<file path="src/rtl/rba_pkg.sv">
// Shared types, codes and constants of the replacement block allocator.
package rba_pkg;

  localparam int unsigned RBA_TABLE_DEPTH       = 1024;
  localparam int unsigned RBA_ENTRIES_PER_BLOCK = 128;

  // Arithmetic widths: 32-bit block / 16-bit track size, times 8-bit spares.
  localparam int unsigned BLK_W   = 32;
  localparam int unsigned TRK_W   = 16;
  localparam int unsigned SPT_W   = 8;
  localparam int unsigned SPARE_W = BLK_W + SPT_W;
  localparam int unsigned EIDX_W  = 10;

  // Input word layout (tdata); cmd travels in tuser
  localparam int unsigned IN_DATA_W = 80;
  localparam int unsigned OUT_DATA_W = 16;

  typedef enum logic {
    CMD_WRITE   = 1'b0,
    CMD_REPLACE = 1'b1
  } rba_cmd_e;

  typedef enum logic [1:0] {
    CODE_FREE      = 2'd0,
    CODE_PRIMARY   = 2'd1,
    CODE_ALTERNATE = 2'd2,
    CODE_UNUSABLE  = 2'd3
  } rba_code_e;

  typedef enum logic [1:0] {
    ST_OK       = 2'd0,
    ST_RANGE    = 2'd1,
    ST_NO_SPARE = 2'd2
  } rba_status_e;

  typedef enum logic [1:0] {
    CFG_DISK_SIZE  = 2'd0,
    CFG_TRACK_SIZE = 2'd1,
    CFG_SPARES     = 2'd2
  } rba_cfg_e;

  typedef struct packed {
    logic [1:0]       code;
    logic [BLK_W-1:0] owner;
  } rba_entry_t;

  // Request from the control path to the table engine
  typedef struct packed {
    logic               is_write;
    logic [EIDX_W-1:0]  widx;
    logic [1:0]         wcode;
    logic [BLK_W-1:0]   wblock;
    logic [BLK_W-1:0]   bad;
    logic [SPARE_W-1:0] prbn;
    logic [SPARE_W-1:0] n;
  } rba_req_t;

  typedef struct packed {
    logic [1:0]        status;
    logic [EIDX_W-1:0] spare_index;
    logic              is_primary;
  } rba_rsp_t;

endpackage

</file>
<file path="src/rtl/rba_div.sv">
// Radix-2 restoring divider, 32-bit dividend by 16-bit divisor, one bit per cycle.
module rba_div import rba_pkg::*; (
  input  logic             clk_i,
  input  logic             rst_ni,
  input  logic             start_i,
  input  logic [BLK_W-1:0] dividend_i,
  input  logic [TRK_W-1:0] divisor_i,
  output logic             done_o,
  output logic [BLK_W-1:0] quotient_o
);

  localparam int unsigned CNT_W = $clog2(BLK_W);

  logic             busy_q, done_q;
  logic [CNT_W-1:0] cnt_q;
  logic [TRK_W-1:0] rem_q, div_q;
  logic [BLK_W-1:0] quo_q;
  logic [TRK_W:0]   trial, diff;
  logic             ge;

  assign trial = {rem_q, quo_q[BLK_W-1]};
  assign ge    = trial >= {1'b0, div_q};
  assign diff  = trial - {1'b0, div_q};

  always_ff @(posedge clk_i or negedge rst_ni) begin
    if (!rst_ni) begin
      busy_q <= 1'b0;
      done_q <= 1'b0;
      cnt_q  <= '0;
    end else begin
      done_q <= 1'b0;
      if (start_i) begin
        busy_q <= 1'b1;
        cnt_q  <= '0;
      end else if (busy_q) begin
        cnt_q <= cnt_q + 1'b1;
        if (cnt_q == CNT_W'(BLK_W - 1)) begin
          busy_q <= 1'b0;
          done_q <= 1'b1;
        end
      end
    end
  end

  always_ff @(posedge clk_i) begin
    if (start_i) begin
      quo_q <= dividend_i;
      rem_q <= '0;
      div_q <= divisor_i;
    end else if (busy_q) begin
      rem_q <= ge ? diff[TRK_W-1:0] : trial[TRK_W-1:0];
      quo_q <= {quo_q[BLK_W-2:0], ge};
    end
  end

  assign done_o     = done_q;
  assign quotient_o = quo_q;

endmodule

</file>
<file path="config.mk">
export PLATFORM = sky130hd
export DESIGN_NAME = rba_div
export DESIGN_NICKNAME = d
export VERILOG_FILES = /design/src/rtl/rba_pkg.sv /design/src/rtl/rba_div.sv
export SDC_FILE = /design/constraint.sdc
export NUM_CORES = 1
export LEC_CHECK = 0
export BUFFER_PORTS_ARGS = -buffer_cell sky130_fd_sc_hd__buf_2
export CORE_MARGIN = 4
export CORE_UTILIZATION = 50
export CTS_BUF_LIST = sky130_fd_sc_hd__clkbuf_4
export DETAILED_ROUTE_END_ITERATION = 10
export PLACE_DENSITY = 0.78
export SYNTH_ARGS = -nofsm -noshare
export SYNTH_HDL_FRONTEND = slang
export SYNTH_SLANG_ARGS = --single-unit
</file>
<file path="constraint.sdc">
create_clock -name clk_i -period 2.2 [get_ports clk_i]
set_input_delay 0.44 -clock clk_i [delete_from_list [all_inputs] [get_ports clk_i]]
set_output_delay 0.44 -clock clk_i [all_outputs]
set_load 0.05 [all_outputs]
</file>
==> qor.yml, run 1 <==
min_period_ns: 2.330
r2r_end: "rem_q[12]"
status: "complete, but fails checks"
grt_util_all_layers_pct: 19.74
final_area_um2: 5057
leakage_nw: 2.207
dpl_cell_area_um2: 4587
synth_flop_cell: "edfxtp_1"
worstMarginPinSlew_ns: 0.4094
yosysSeqAreaShare_pct: 52.00
postSynthCellCount: 317
crit_slowest_cell: "or4b_1"
dp_hpwl_mm: 6.019
wirelength_mm: 9.005
place_congestion: 0.8981
worstReg2RegStart: "div_q[0]"
synth.avg_cell_area_um2: 11.75
drcViolationCount: 0
clockRootBuffer: "clkbuf_4"
clock_path_buffers: 2
worst-r2r-cell-count: 9
ir_drop_uv: 504.5
hold_path_class: "in -> reg"
vias: 2935
die_h_um: 94.31
synth_cell_types: 50
die_area_um2: 8894
async_reset_ff_share_pct: 9.859
n_antenna_cell: 0
clk_latency_ns: 0.43
die_x_um: 94.31
holdPathStages: 1
arrival_ns: 2.71
violations: "setup timing"
synth_warnings: 0
setup_viol: 14
ys_ff_latch: 71
timing.final.crit_share_pct: 105.9
synth_edf_count: 48
start_util_pct: 51.35
fin_setup_tns_ns: -0.7717
reg2reg_slack_ns: -0.13
crit_family: "simple AND/OR/NAND/NOR gates"
worst-setup-path-type: "reg -> reg"
cts.sinks: 71
cts_buffers: 9
path_clk_slew_ns: 0.12
grt_first_pass_wirelength_mm: 13.57
max_freq_mhz: 429.2
start_kind: "flop"
dr.pass1.iters: 5
final_hold_viol_count: 0
hold-path-endpoint: "div_q[11]"
rows: 31
area_growth_pct: 35.77
cp_num_buf_inv: 0
grt_pass1_vias: 2897
power.density_nw_per_um2: 869.1
via_per_inst: 5.307
cp_cell_sequence: "ha_4 > fa_2 > nand2b_4 > a21oi_4 > o211ai_1 > a21oi_2 > nor3_2 > or4b_1 > nand3_1"
maxCapViolations: 0
routedWlPerCell_um: 16.28
core_um2: 7253
cp.depth: 9
end_kind: "flop"
grt_max_degree: 32
synthesis.area_um2: 3725
finalPower_mw: 4.395
ant_nets: 0
max_stage_delay_ns: 0.49
syn-num-nets: 387
rsz0062_at_grt: "true"
grt-ovfl-total: 0
h-tree-depth: 3
io_buffer_count: 83
nNetsFinal: 519
min-delay-start: "divisor_i[11]"
antenna_found_initial: 0
worst-path-max-fanout: 3
report.final.slew_viol_count: 0
io_pins: 84
cts_tree: "built"
worst_clock_skew_ns: 0.01591
slew-limit-headroom_pct: 72.42
crit_required_ns: 2.58
drive_gt1_share_pct: 51.32
worst_slack_ns: -0.1301
drt_iter0_drc: 174
registers in the layout (all words and copies together), names as in the netlist:
| signal | flops |
|---|---|
| busy_q | 1 |
| done_o | 1 |
| rem_q | 16 |
| cnt_q | 5 |
| quotient_o | 32 |
| div_q | 16 |
cell usage after synthesis (10+ instances only):
| cell type | n | area, µm² |
|---|---|---|
| nor2_1 | 26 | 97.59 |
| nand2_1 | 16 | 60.06 |
| dfxtp_1 | 16 | 320.3 |
| edfxtp_1 | 48 | 1441 |
| a21oi_1 | 16 | 80.08 |
| inv_1 | 22 | 82.58 |
| clkbuf_1 | 10 | 37.54 |
| ha_1 | 18 | 225.2 |
| mux2i_1 | 11 | 110.1 |
| a211oi_1 | 12 | 90.09 |
| mux2_2 | 32 | 360.4 |
cell type report:
type / instances / area (µm²)
Multi-Input combinational cell: 209 / 1919
Timing Repair Buffer: 136 / 848.3
Clock inverter: 6 / 71.32
Tap cell: 99 / 123.9
Inverter: 22 / 82.58
Sequential cell: 71 / 1937
Fill cell: 492 / 2196
Clock buffer: 10 / 75.07
report_power, final:
group          internal, mW  switching, mW
Sequential             1.60          0.102
Clock                 0.364          0.495
Combinational         0.836          0.999
what timing repair did:
item                                    CTS  global route
setup buffers                             4             2
gates resized for setup                  17            33
gates cloned                              1             0
hold endpoints to repair                  7             0
pin swaps                                12            11
endpoints found under the setup margin   16            17
hold buffers                              1             0
metal layers:
metal | wire, µm | global-route usage [%]
met4 | 250 | 7.100
met3 | 457 | 4.647
met1 | 3633 | 24.42
met5 | 0 | 0
met2 | 4664 | 33.69
how the worst max path moves through the flow:
| stage | from | to | slack [ns] |
|---|---|---|---|
| floorplan | quotient_o[31] | rem_q[12] | -0.27 |
| global placement | div_q[8] | quotient_o[0] | -0.10 |
| detailed placement | div_q[8] | rem_q[9] | -0.17 |
| CTS | div_q[8] | rem_q[12] | -0.04 |
| global route | div_q[8] | rem_q[9] | -0.21 |
| finish | div_q[0] | rem_q[12] | -0.13 |
cell families (layout without fill, tap and decap cells):
family,after synthesis,in the layout,share of synthesized area (%)
adders and majority gates,19,19,6.584
and+or+nand+nor,69,69,9.339
buffers and inverters,38,174,4.535
DFF,71,71,52.00
AOI/OAI and AO/OA,63,64,11.62
xor gates and xnor gates,14,14,3.292
muxes,43,43,12.63
metrics by stage:
step / instances / hold slack [ns] / util (%) / setup slack, ns
5_1_grt: 553 / 0.1415 / 69.73 / -0.2101
3_3_place_gp: 529 / 0.2734 / 63.24 / -0.1029
2_1_floorplan: 317 / 0.1444 / - / -0.2686
6_report: 553 / 0.1815 / 69.73 / -0.1301
4_1_cts: 551 / 0.1667 / 67.45 / -0.03948
3_5_place_dp: 529 / 0.2813 / 63.24 / -0.1660
cells in the final DEF, fill, tap and decap left out, types with 8 or more instances in the layout:
| cell | Yosys | layout |
|---|---|---|
| mux2i_1 | 11 | 8 |
| ha_1 | 18 | 12 |
| inv_1 | 22 | 19 |
| buf_2 | 0 | 83 |
| mux2_2 | 32 | 32 |
| nand2_1 | 16 | 13 |
| dfxtp_1 | 16 | 16 |
| edfxtp_1 | 48 | 48 |
| clkbuf_4 | 0 | 10 |
| buf_4 | 3 | 48 |
| nor2_1 | 26 | 25 |
| a21oi_1 | 16 | 8 |
Power figures use the tool's default switching activity.
==> run 2: changes to the inputs <==
- SETUP_SLACK_MARGIN: unset -> 0.02
==> run 2 against run 1 <==
  * The flow still finishes with violations (setup timing)
  * Worst setup slack gained 0.012 ns
  * Flip-flop and latch count unchanged
  * Sequential power is essentially flat
  * Clock power up 2%
  * Critical endpoint unchanged
==> qor.yml, run 2 (synthesis results as in run 1) <==
leakage_nw: 2.255  # +2.2%
num-fill-cells: 503  # +2.2%
min-delay-start: "divisor_i[2]"
hold_path_class: "in -> reg"
core_um2: 7253  # unchanged
routedWlPerCell_um: 16.48  # +1.2%
final_area_um2: 5131  # +1.5%
area_growth_pct: 37.76
worstMarginPinSlew_ns: 0.5921  # +0.1827 ns
regArea_um2: 1938  # about the same
multi_input_area_um2: 1898  # -1.1%
final_hold_viol_count: 0  # unchanged
grt-ovfl-total: 0  # unchanged
place_congestion: 0.9415  # +4.8%
fin_cells: 564  # +2.0%
wirelength_mm: 9.297  # +3.2%
dpl_cell_area_um2: 4654  # +1.5%
via_per_inst: 5.417  # +2.1%
cts.sinks: 71  # unchanged
final_common_cell: "buf_2"
drt_iter0_drc: 194  # +11%
status: "complete, but fails checks"
cts_tree: "built"
setup_viol: 13  # -1
crit_required_ns: 2.59  # about the same
clockRootBuffer: "clkbuf_4"
timing.final.crit_share_pct: 105.4  # -0.54 points
placed_cells_incl_taps: 538  # +1.7%
power.density_nw_per_um2: 868.8  # about the same
reg2reg_slack_ns: -0.12  # about the same
grt_util_all_layers_pct: 20.09  # +0.35 points
clock_path_buffers: 2  # unchanged
slew-limit-headroom_pct: 60.52  # -12 points
worst_clock_skew_ns: 0.02458  # +0.008668 ns
r2r_end: "rem_q[12]"
start_kind: "flop"
clk_latency_ns: 0.44  # about the same
min_period_ns: 2.318  # -0.01178 ns
cts_buffers: 9  # unchanged
rows: 31  # unchanged
violations: "setup timing"
die_area_um2: 8894  # unchanged
worst-r2r-cell-count: 9  # unchanged
drive_gt1_share_pct: 51.40  # +0.076 points
maxCapViolations: 0  # unchanged
largest_reg_flops: 32  # unchanged
rsz0062_at_grt: "true"
worst-path-max-fanout: 4  # +1
dr.pass1.iters: 5  # unchanged
die_h_um: 94.31  # unchanged
hold-path-endpoint: "div_q[2]"
h-tree-depth: 3  # unchanged
report.final.slew_viol_count: 0  # unchanged
worstReg2RegStart: "div_q[0]"
vias: 3055  # +4.1%
io_buffer_count: 83  # unchanged
max_freq_mhz: 431.4  # +0.51%
drcViolationCount: 0  # unchanged
antenna_found_initial: 0  # unchanged
holdPathStages: 1  # unchanged
io_pins: 84  # unchanged
ant_nets: 0  # unchanged
dp_hpwl_mm: 6.320  # +5.0%
start_util_pct: 51.35  # unchanged
end_kind: "flop"
worst-setup-path-type: "reg -> reg"
worst_slack_ns: -0.1183  # +0.01178 ns
grt_first_pass_wirelength_mm: 13.70  # +0.97%
grt_pass1_vias: 2959  # +2.1%
grt_max_degree: 31  # -3.1%
fin_setup_tns_ns: -0.7564  # +0.01529 ns
path_clk_slew_ns: 0.14  # +0.02 ns
die_x_um: 94.31  # unchanged
ir_drop_uv: 570.6  # +13%
n_antenna_cell: 0  # unchanged
nNetsFinal: 530  # +2.1%
arrival_ns: 2.71  # about the same
finalPower_mw: 4.458  # +1.4%
layout.core_utilization_pct: 70.74  # +1.0 points
final_cell_mix: "83 x buf_2, 56 x buf_4, 48 x edfxtp_1"
[run 2: area by class of cell]
cell class | count | area share [%]
clock buffer | 9 | 1.317
clock inverter | 7 | 1.536
inverter | 22 | 1.609
multi-input combinational | 209 | 36.99
sequential | 71 | 37.77
tap | 99 | 2.414
timing repair buffer | 147 | 18.36
[run 2: critical path, stage by stage (launching register included)]
cell and delay [ns]:
edfxtp_1 0.45, ha_4 0.20, buf_6 0.11, nand2b_4 0.14, a211oi_4 0.30, nor2_4 0.08, o221ai_4 0.26, a21oi_4 0.11
or4b_1 0.53, nand3_1 0.09
[run 2: what timing repair did]
| action | 4_1_cts | 5_1_grt |
|---|---|---|
| hold buffers | 1 | 0 |
| endpoints found under the setup margin | 15 | 17 |
| pin swaps | 9 | 19 |
| hold endpoints to repair | 7 | 0 |
| cloned | 1 | 0 |
| gates resized for setup | 23 | 29 |
| buffers inserted | 5 | 4 |
[run 2: worst max path at each step]
stage	startpoint	end	slack [ns]	depth (start not counted)
after detailed placement	div_q[8]	rem_q[9]	-0.20	10
after global placement	div_q[8]	rem_q[9]	-0.13	8
final	div_q[0]	rem_q[12]	-0.12	9
after floorplan	quotient_o[31]	rem_q[12]	-0.27	10
after CTS	quotient_o[31]	rem_q[14]	-0.07	10
after global routing	quotient_o[31]	rem_q[14]	-0.23	10
[run 2: through the flow]
step           setup slack, ns  hold WS [ns]
2_1_floorplan          -0.2686        0.1444
3_3_place_gp           -0.1316        0.2782
3_5_place_dp           -0.1962        0.2811
4_1_cts               -0.06859        0.1598
5_1_grt                -0.2343        0.1503
6_report               -0.1183        0.1705
[run 2: layer usage]
layer,vias to the layer above,part of all wire [%],global-route usage [%]
met1,1467,38,23.52
met5,-,0,0
met3,23,5.3,4.327
li1,1454,-,-
met4,0,2.6,9.266
met2,111,54,35.11
[run 2: report_power, final]
group          internal, mW  total (mW)  switching [mW]
Sequential             1.60        1.70           0.103
Combinational         0.866        1.88            1.02
Clock                 0.355       0.874           0.520
Total                  2.82        4.46            1.64
==> run 3: changes to the inputs <==
- CTS_CLUSTER_SIZE: unset -> 8
- PLACE_DENSITY: 0.78 -> 0.75
- clock period: 2.2 -> 2.89 ns (I/O delays scaled with it)
==> run 3 against run 2 <==
  * The flow now finishes without violations
  * Via count decreased by 11%
  * Final cell count decreased by 10%
  * Sequential power decreased by 24%
  * Critical path depth decreased by 1
  * Highest routed layer unchanged
  * Largest cell class unchanged
  * Combinational power decreased by 50%
==> qor.yml, run 3 (synthesis results as in run 1) <==
maxCapViolations: 0  # unchanged
area_growth_pct: 17.90
worst_slack_ns: 0.2591  # +0.3774 ns
cp_cell_sequence: "inv_1 > ha_1 > nand4_1 > or3_4 > o21ai_0 > a21o_2 > o311ai_1 > a311oi_1"
io_pins: 84  # unchanged
report.final.slew_viol_count: 0  # unchanged
ir_drop_uv: 337.8  # -41%
crit_slowest_cell: "ha_1"
net-switching-power_mw: 1.037  # -37%
post-place-ws_ns: 0.2546  # +0.4507 ns
status: "complete, no violations"
fin_setup_tns_ns: 0  # +0.7564 ns
cts_tree: "built"
final_cell_mix: "83 x buf_2, 48 x edfxtp_1, 32 x mux2_2"
start_util_pct: 51.35  # unchanged
setup_viol: 0  # -13
largest_reg_flops: 32  # unchanged
die_x_um: 94.31  # unchanged
timing.final.crit_share_pct: 91.04  # -14 points
wirelength_mm: 7.616  # -18%
worst-setup-path-type: "reg -> reg"
clk_latency_ns: 0.43  # about the same
worstMarginPinSlew_ns: 0.6645  # +0.07240 ns
io_buffer_count: 83  # unchanged
clock_path_buffers: 2  # unchanged
antenna_found_initial: 0  # unchanged
slew-limit-headroom_pct: 55.70  # -4.8 points
core_um2: 7253  # unchanged
grt_first_pass_wirelength_mm: 12.32  # -10%
grt_pass1_vias: 2664  # -10%
combinationalPowerShare_pct: 32.8  # -9.4 points
die_h_um: 94.31  # unchanged
switching_share_pct: 35.96  # -0.78 points
max_freq_mhz: 380.1  # -12%
leakage_nw: 1.923  # -15%
nNetsFinal: 473  # -11%
power.density_nw_per_um2: 656.7  # -24%
p_int_mw: 1.847  # -35%
pwr-share-seq_pct: 44.7  # +6.5 points
routedWlPerCell_um: 15.02  # -8.9%
start_kind: "flop"
post_cts_resized: 0  # -100%
final_hold_viol_count: 0  # unchanged
vias: 2723  # -11%
dp_hpwl_mm: 5.611  # -11%
hold_path_class: "in -> reg"
cts_buffers: 9  # unchanged
rows: 31  # unchanged
crit_required_ns: 3.23  # +0.64 ns
clkPwrFrac_pct: 22.5  # +2.9 points
place_congestion: 0.8946  # -5.0%
drive_gt1_share_pct: 35.29  # -16 points
drt_iter0_drc: 185  # -4.6%
arrival_ns: 2.97  # +0.26 ns
worst-path-max-fanout: 13  # +9
grt-ovfl-total: 0  # unchanged
via_per_inst: 5.371  # -0.85%
max_stage_delay_ns: 0.44  # -0.09 ns
worst_clock_skew_ns: 0.01357  # -0.01101 ns
die_area_um2: 8894  # unchanged
min_period_ns: 2.631  # +0.3126 ns
end_kind: "flop"
cts.sinks: 71  # unchanged
n_antenna_cell: 0  # unchanged
clockRootBuffer: "clkbuf_4"
path_clk_slew_ns: 0.12  # -0.02 ns
drcViolationCount: 0  # unchanged
dr.pass1.iters: 6  # +1
grt_max_degree: 25  # -19%
ant_nets: 0  # unchanged
rsz0062_at_grt: "false"
finalPower_mw: 2.884  # -35%
final_common_cell: "buf_2"
grt_util_all_layers_pct: 17.72  # -2.4 points
h-tree-depth: 3  # unchanged
-- run 3: cell count changes in the layout (fill, tap and decap cells not counted), sizes merged --
cell      before  now
a21o           7    6
buf          146   90
clkinv         1    2
clkinvlp       3    2
-- run 3: timing repair --
action                    CTS  global route
hold endpoints to repair    7             0
hold buffers                1             0
buffers inserted            0             0
-- run 3: final cells by class --
| class | instances | area, µm² |
|---|---|---|
| Tap cell | 99 | 123.9 |
| Sequential cell | 71 | 1937 |
| Clock buffer | 9 | 67.56 |
| Inverter | 22 | 82.58 |
| Clock inverter | 7 | 71.32 |
| Multi-Input combinational cell | 208 | 1619 |
| Timing Repair Buffer | 91 | 490.5 |
| Fill cell | 609 | 2861 |
-- run 3: worst paths after layout --
path	from	to	slack, ns	cells past startpoint
worst max-delay path	div_q[8]	rem_q[10]	0.26	8
worst min-delay path	divisor_i[14]	div_q[14]	0.32	1
worst max register to register	div_q[8]	rem_q[10]	0.26	8
worst min register to register	rem_q[8]	rem_q[9]	0.51	2
max in group asynchronous	rst_ni	busy_q	2.24	2
min in group asynchronous	rst_ni	cnt_q[3]	0.50	2
-- run 3: critical path, delay by kind of cell, from the launching register on --
family / cells / cell delay, ns
AND/OR/NAND/NOR: 2 / 0.56
AO/OA/AOI/OAI: 4 / 1.17
adder cells (fa/ha/maj): 1 / 0.44
buffers and inverters: 1 / 0.04
flip-flops: 1 / 0.34
-- run 3: layer usage --
layer / GRT usage (%) / share of wire [%]
met5: 0 / 0
met4: 7.942 / 2.3
met3: 3.846 / 4.7
met2: 29.14 / 50
met1: 22.41 / 43
-- run 3: power by group through the flow --
stage	clock (mW)	combinational (mW)	sequential (mW)
final	0.648	0.947	1.29
after global routing	0.705	1.03	1.31
after CTS	0.661	0.950	1.29
after detailed placement	0	0.945	1.31
after global placement	0	0.928	1.30
after floorplan	0	0.579	1.48
-- run 3: per-stage QoR --
step | std cells | instance area (µm²) | hold slack, ns | util (%)
CTS | 507 | 4392 | 0.3016 | 60.55
global route | 507 | 4392 | 0.3038 | 60.55
detailed placement | 490 | 4243 | 0.4158 | 58.50
global placement | 490 | 4243 | 0.4144 | 58.50
floorplan | 317 | 3725 | 0.2824 | -
finish | 507 | 4392 | 0.3218 | 60.55
